==> src/rtl/rk4_pkg.sv <==
`timescale 1ns / 1ps

package rk4_pkg;

    // Fixed-point format of all x, y, h and slope values
    localparam int FRAC_BITS = 16;

    // Defaults for the top-level parameters
    localparam int MAX_STEPS_DEF   = 63;
    localparam int CORDIC_ITER_DEF = 20;

    // Field widths
    localparam int WORD_W  = 32;
    localparam int STEP_W  = 21;
    localparam int COUNT_W = 6;
    localparam int ACC_W   = 40;
    localparam int CORD_W  = 34;

    // Config register indexes
    localparam logic [0:0] REG_STEP_SIZE  = 1'b0;
    localparam logic [0:0] REG_STEP_COUNT = 1'b1;

    localparam logic [STEP_W-1:0]  STEP_SIZE_RST  = STEP_W'(49152);
    localparam logic [COUNT_W-1:0] STEP_COUNT_RST = COUNT_W'(10);

    // Angle constants, Q3.30 rounded to nearest at FRAC_BITS
    localparam longint Q30_TWO_PI  = 64'd6746518852;
    localparam longint Q30_PI      = 64'd3373259426;
    localparam longint Q30_HALF_PI = 64'd1686629713;
    localparam longint ROUND_ADD   = 64'd1 << (29 - FRAC_BITS);
    localparam longint TWO_PI_FX   = (Q30_TWO_PI + ROUND_ADD) >>> (30 - FRAC_BITS);
    localparam longint PI_FX       = (Q30_PI + ROUND_ADD) >>> (30 - FRAC_BITS);
    localparam longint HALF_PI_FX  = (Q30_HALF_PI + ROUND_ADD) >>> (30 - FRAC_BITS);
    localparam int     REM_W       = $clog2(TWO_PI_FX);

    localparam logic signed [CORD_W-1:0] CORDIC_GAIN = CORD_W'(652032874);

    // |sum| / 6 as (|sum| * RECIP6) >> RECIP_SHIFT, exact for |sum| < 2^25
    localparam int                RECIP_SHIFT = 26;
    localparam logic signed [31:0] RECIP6     = 32'sd11184811;

    typedef struct packed {
        logic                     done;
        logic signed [WORD_W-1:0] sin_val;
        logic signed [WORD_W-1:0] cos_val;
    } cs_result_t;

    function automatic logic signed [CORD_W-1:0] atan_q30(input logic [4:0] idx);
        logic [31:0] v;
        unique case (idx)
            5'd0:    v = 32'h3243F6A8;
            5'd1:    v = 32'h1DAC6705;
            5'd2:    v = 32'h0FADBAFC;
            5'd3:    v = 32'h07F56EA6;
            5'd4:    v = 32'h03FEAB76;
            5'd5:    v = 32'h01FFD55B;
            5'd6:    v = 32'h00FFFAAA;
            5'd7:    v = 32'h007FFF55;
            5'd8:    v = 32'h003FFFEA;
            5'd9:    v = 32'h001FFFFD;
            5'd10:   v = 32'h000FFFFF;
            5'd11:   v = 32'h0007FFFF;
            5'd12:   v = 32'h0003FFFF;
            5'd13:   v = 32'h0001FFFF;
            5'd14:   v = 32'h0000FFFF;
            5'd15:   v = 32'h00007FFF;
            5'd16:   v = 32'h00003FFF;
            5'd17:   v = 32'h00001FFF;
            5'd18:   v = 32'h00000FFF;
            5'd19:   v = 32'h000007FF;
            5'd20:   v = 32'h000003FF;
            5'd21:   v = 32'h000001FF;
            5'd22:   v = 32'h000000FF;
            5'd23:   v = 32'h0000007F;
            5'd24:   v = 32'h0000003F;
            5'd25:   v = 32'h0000001F;
            5'd26:   v = 32'h0000000F;
            5'd27:   v = 32'h00000008;
            5'd28:   v = 32'h00000004;
            5'd29:   v = 32'h00000002;
            default: v = 32'h00000000;
        endcase
        return $signed({2'b00, v});
    endfunction

    // Saturate a widened sum to the signed 32-bit range
    function automatic logic signed [WORD_W-1:0] sat_word(input logic signed [CORD_W-1:0] v);
        logic signed [WORD_W-1:0] r;
        if (v > CORD_W'(64'sh7FFFFFFF)) begin
            r = 32'sh7FFFFFFF;
        end else if (v < -CORD_W'(64'sh80000000)) begin
            r = 32'sh80000000;
        end else begin
            r = v[WORD_W-1:0];
        end
        return r;
    endfunction

endpackage

==> src/rtl/rk4_cordic.sv <==
`timescale 1ns / 1ps

// Sin/cos unit: modulo-2pi reduction by reciprocal multiply plus one
// correction subtract, quadrant fold, then one rotation-mode CORDIC
// iteration per cycle.
module rk4_cordic #(
    parameter int ITERATIONS = rk4_pkg::CORDIC_ITER_DEF
) (
    input  logic                              aclk,
    input  logic                              aresetn,
    input  logic                              start,
    input  logic signed [rk4_pkg::WORD_W-1:0] angle,
    output rk4_pkg::cs_result_t               res
);
    localparam int CW = rk4_pkg::CORD_W;
    localparam int RW = rk4_pkg::REM_W;
    localparam int IW = (ITERATIONS > 1) ? $clog2(ITERATIONS) : 1;
    localparam int QW = 14;

    localparam logic [2:0] CS_IDLE = 3'd0;
    localparam logic [2:0] CS_QUOT = 3'd1;
    localparam logic [2:0] CS_REM  = 3'd2;
    localparam logic [2:0] CS_CORR = 3'd3;
    localparam logic [2:0] CS_FOLD = 3'd4;
    localparam logic [2:0] CS_ITER = 3'd5;
    localparam logic [2:0] CS_DONE = 3'd6;

    localparam logic [RW:0]          TP_U = (RW+1)'(rk4_pkg::TWO_PI_FX);
    localparam logic signed [RW+1:0] TP_S = (RW+2)'(rk4_pkg::TWO_PI_FX);
    localparam logic signed [RW+1:0] PI_S = (RW+2)'(rk4_pkg::PI_FX);
    localparam logic signed [RW+1:0] HP_S = (RW+2)'(rk4_pkg::HALF_PI_FX);

    // floor(2^32 / 2pi); quotient estimate is exact or one low
    localparam longint        RECIP_TP = (64'd1 << 32) / rk4_pkg::TWO_PI_FX;
    localparam logic [QW-1:0] RECIP_U  = QW'(RECIP_TP);

    logic [2:0]           state_reg, state_next;
    logic [31:0]          mag_reg, mag_next;
    logic                 neg_reg, neg_next;
    logic [QW-1:0]        q_reg, q_next;
    logic [RW:0]          diff_reg, diff_next;
    logic [RW-1:0]        rem_reg, rem_next;
    logic signed [CW-1:0] vx_reg, vx_next, vy_reg, vy_next, z_reg, z_next;
    logic                 flip_reg, flip_next;
    logic [IW-1:0]        it_reg, it_next;

    logic [45:0]          q_prod;
    logic [33:0]          q_back;
    logic signed [RW+1:0] r0, r1, r2;
    logic                 fold_flip;
    logic signed [CW-1:0] dx, dy, at;

    always_comb begin
        q_prod = 46'(mag_reg) * 46'(RECIP_U);
        q_back = 34'(q_reg) * 34'(TP_U);
        r0 = (neg_reg && rem_reg != '0) ? TP_S - $signed({2'b00, rem_reg})
                                         : $signed({2'b00, rem_reg});
        r1 = (r0 >= PI_S) ? r0 - TP_S : r0;
        fold_flip = 1'b0;
        r2 = r1;
        if (r1 > HP_S) begin
            r2 = PI_S - r1;
            fold_flip = 1'b1;
        end else if (r1 < -HP_S) begin
            r2 = -PI_S - r1;
            fold_flip = 1'b1;
        end
        dx = vy_reg >>> it_reg;
        dy = vx_reg >>> it_reg;
        at = rk4_pkg::atan_q30(5'(it_reg));
    end

    always_comb begin
        state_next = state_reg;
        mag_next   = mag_reg;
        neg_next   = neg_reg;
        q_next     = q_reg;
        diff_next  = diff_reg;
        rem_next   = rem_reg;
        vx_next    = vx_reg;
        vy_next    = vy_reg;
        z_next     = z_reg;
        flip_next  = flip_reg;
        it_next    = it_reg;
        unique case (state_reg)
            CS_IDLE: begin
                if (start) begin
                    neg_next   = angle[31];
                    mag_next   = angle[31] ? 32'(-angle) : angle;
                    state_next = CS_QUOT;
                end
            end
            CS_QUOT: begin
                q_next     = QW'(q_prod >> 32);
                state_next = CS_REM;
            end
            CS_REM: begin
                // below 2*2pi since the estimate is at most one low
                diff_next  = (RW+1)'(34'(mag_reg) - q_back);
                state_next = CS_CORR;
            end
            CS_CORR: begin
                rem_next   = (diff_reg >= TP_U) ? RW'(diff_reg - TP_U) : RW'(diff_reg);
                state_next = CS_FOLD;
            end
            CS_FOLD: begin
                vx_next    = rk4_pkg::CORDIC_GAIN;
                vy_next    = '0;
                z_next     = CW'(r2) <<< (30 - rk4_pkg::FRAC_BITS);
                flip_next  = fold_flip;
                it_next    = '0;
                state_next = CS_ITER;
            end
            CS_ITER: begin
                if (!z_reg[CW-1]) begin
                    vx_next = vx_reg - dx;
                    vy_next = vy_reg + dy;
                    z_next  = z_reg - at;
                end else begin
                    vx_next = vx_reg + dx;
                    vy_next = vy_reg - dy;
                    z_next  = z_reg + at;
                end
                it_next = it_reg + 1'b1;
                if (it_reg == IW'(ITERATIONS - 1)) begin
                    state_next = CS_DONE;
                end
            end
            CS_DONE: begin
                state_next = CS_IDLE;
            end
            default: begin
                state_next = CS_IDLE;
            end
        endcase
    end

    always_ff @(posedge aclk) begin
        if (!aresetn) begin
            state_reg <= CS_IDLE;
        end else begin
            state_reg <= state_next;
        end
        mag_reg  <= mag_next;
        neg_reg  <= neg_next;
        q_reg    <= q_next;
        diff_reg <= diff_next;
        rem_reg  <= rem_next;
        vx_reg   <= vx_next;
        vy_reg   <= vy_next;
        z_reg    <= z_next;
        flip_reg <= flip_next;
        it_reg   <= it_next;
    end

    assign res.done    = (state_reg == CS_DONE);
    assign res.sin_val = vy_reg[rk4_pkg::WORD_W-1:0];
    assign res.cos_val = flip_reg ? rk4_pkg::WORD_W'(-vx_reg) : vx_reg[rk4_pkg::WORD_W-1:0];

endmodule

==> config.mk <==
export PLATFORM = sky130hd
export DESIGN_NAME = rk4_cordic
export DESIGN_NICKNAME = d
export VERILOG_FILES = /design/src/rtl/rk4_pkg.sv /design/src/rtl/rk4_cordic.sv
export SDC_FILE = /design/constraint.sdc
export NUM_CORES = 2
export LEC_CHECK = 0
export BUFFER_PORTS_ARGS = -buffer_cell sky130_fd_sc_hd__buf_2
export CAP_MARGIN = 20
export CORE_MARGIN = 2
export CORE_UTILIZATION = 60
export CTS_CLUSTER_DIAMETER = 40
export DETAILED_ROUTE_END_ITERATION = 7
export PLACE_DENSITY = 0.77
export SLEW_MARGIN = 15
export SYNTH_ARGS = -nofsm -noshare
export SYNTH_HDL_FRONTEND = slang
export SYNTH_SLANG_ARGS = --single-unit
export TNS_END_PERCENT = 100
==> constraint.sdc <==
create_clock -name aclk -period 8.5 [get_ports aclk]
set_input_delay 0.85 -clock aclk [delete_from_list [all_inputs] [get_ports aclk]]
set_output_delay 0.85 -clock aclk [all_outputs]
set_load 0.01 [all_outputs]
==> metrics.md <==
| Metric | Value |
|---|---|
| Crit path max fanout | 33 |
| Post-cts gate resize count | 0 |
| CTS clk-pin slew, worst paths | 0.06 ns |
| Post-synth EDFFs | 194 |
| Hold Crit Class | in2reg |
| Clk buf depth | 3 |
| Port Buffers | 99 |
| Cell row count | 85 |
| Slew Viols, Final | 0 |
| Leading area contributor after synthesis | edfxtp_1 |
| Startpoint types | flip-flop |
| Final ANT Viol Nets | 0 |
| Vias | 26100 |
| Unrepaired setup endpoints after global routing | no |
| HPWL after detailed placement | 62.6 mm |
| Status | complete, no violations |
| Area contributors post-synth | edfxtp_1 (18%), fa_1 (15%), ha_1 (13%) |
| Critical path cell sequence | buf_12, mux4_2, mux2_2, mux2i_1, o21a_1, ha_1, nor2_1, xor2_1, ha_1, a21o_1, a21oi_1, o21ai_0, a31o_2, a21boi_0, o31ai_1, o41a_1, o41ai_1, o311a_1, a211oi_1, a41oi_1, a21oi_1, xnor2_1, nor2_1 |
| CP required | 8.80 ns |
| Layout area overhead | 6.88% |
| CTS Buf Count | 43 |
| Register area share after synthesis | 0.197 |
| Synth Area per Inst | 9.39 um^2 |
| Buf+Inv Stages, Crit Path | 1 |
| Fmax | 0.137 GHz |
| Fillers | 4293 |
| Initial antenna violation count | 2 |
| Drt first pass iters | 6 |
| Vias in the first global route | 25500 |
| Met2 Track Usage GR | 0.476 |
| TritonCTS clock tree | done |
| Final setup TNS | 0 ns |
| CTS Hold Bufs | 0 |
| Final Util | 0.652 |
| Root Driver | clkbuf_16 |
| Die outline height | 238 um |
| Most common flop cell mapped by yosys | edfxtp_1 |
| Largest net degree at the start of global routing | 106 |
| Busiest grt layer | met2 |
| Crit path kind | reg2reg |
| CTS sink cnt | 227 |
| Ant diodes | 0 |
| Max-Cap Viols | 0 |
| Delay-heaviest family, CP | compound AO/OA/AOI/OAI gates |
| Remaining DRCs | 0 |
| Placer Congestion | 0.970 |
| Final Cycle Share | 0.859 |
| Warnings, synthesis | 0 |
| Post-Syn Nets | 4138 |
| Vias per cell | 6.14 |
| Die W | 238 um |
| Final hold vios | 0 |
| Final setup violation count | 0 |
| Post-synth top cells | inv_1 (397), ha_1 (348), nor2_1 (309), fa_1 (247), a21oi_1 (231) |
| Core Region | 54000 um^2 |
| CP Capture Type | flip-flop |
| Hold_ws | 0.499 ns |
| Layout Skew | 0.0358 ns |
| Slowest-stage cell, CP | edfxtp_1 |
| Slew @ Worst Pin | 1.08 ns |
| Die area | 56800 um^2 |
| Synth async-reset ratio | 0 |
| Synthesized cell area | 33000 um^2 |
| Arrival @ worst endpoint | 7.60 ns |
| Gr usage total | 0.288 |
| Post-synthesis register bit count | 227 |
| Share of cells above drive strength 1 | 0.110 |
| Syn Inst Count | 3508 |
| First-pass GRT wire length | 132 mm |
| Most common cell in the netlist | inv_1 |
| Post-CTS Setup Repair Bufs | 0 |
| Grt total ovfl | 0 |
| Grt met3 use | 0.0434 |
| Iter 0 DRT Violations | 2393 |
| Max incr delay on CP | 0.94 ns |
| Initial Utilization | 0.610 |
| DR WL/cell | 19.1 um |
| Headroom to the max-slew limit | 0.281 |
| Netlist cell types | 105 |
| I/O Pins | 100 |
| H-Tree Depth | 2 |
| Tmin final | 7.30 ns |
| Met1 GRT Util | 0.385 |
| Nets | 4153 |
| Worst-Skew Late Latency | 0.59 ns |
| WL final | 81.3 mm |
| Top-area cell type share of the netlist area | 0.177 |
[metrics by stage]
step / instance area, um^2 / instances / setup WS (ns)
2_1_floorplan: 33000 / 3508 / 2.38
3_3_place_gp: 33700 / 4173 / 1.56
3_5_place_dp: 33700 / 4173 / 1.28
4_1_cts: 35200 / 4253 / 1.24
5_1_grt: 35200 / 4254 / 0.573
6_report: 35200 / 4254 / 1.20
[per-layer routing]
metal  up-vias  wire (um)
li1      12300          -
met1     12600      34000
met2       998      38500
met3       215       5650
met4         4       3110
met5         -         27
[cells by family after synthesis]
kind of cell,after synthesis,share of synthesized area
AND/OR/NAND/NOR,881,0.129
AO/OA/AOI/OAI,738,0.145
adder cells (fa/ha/maj),595,0.282
buffers and inverters,558,0.0716
XOR/XNOR,333,0.0894
flip-flops,227,0.197
multiplexers,176,0.0858
[layout make-up]
type	instances	area [um^2]	share of cell area
repair buffers	128	736	0.0209
flip-flops and latches	227	6490	0.184
clock inverters	25	327	0.00927
clock buffers	55	1160	0.0330
inverters	400	1500	0.0427
multi-input cells	2723	24100	0.685
well taps	696	871	0.0247
[cell usage in the layout, fill, tap and decap left out, drive strengths merged, types with 46 or more instances in the layout]
master,instances
clkbuf,55
xnor2,201
o21ai,178
ha,348
nand2,187
xor2,132
mux2i,51
a21o,46
nor3,66
inv,403
a21oi,235
buf,128
nand3,56
mux4,80
edfxtp,194
fa,247
nor2,309
[final timing paths]
check / from / endpoint / slack [ns] / cells after the start
max: it_reg[0] / vy_reg[32] / 1.20 / 23
min: aresetn / state_reg[2] / 0.50 / 2
max reg2reg: it_reg[0] / vy_reg[32] / 1.20 / 23
min reg2reg: diff_reg[1] / rem_reg[1] / 0.57 / 2
Power is left out: the tool's default activity adds up to more than one toggle a clock period on the data nets, which glitch-free logic cannot reach.
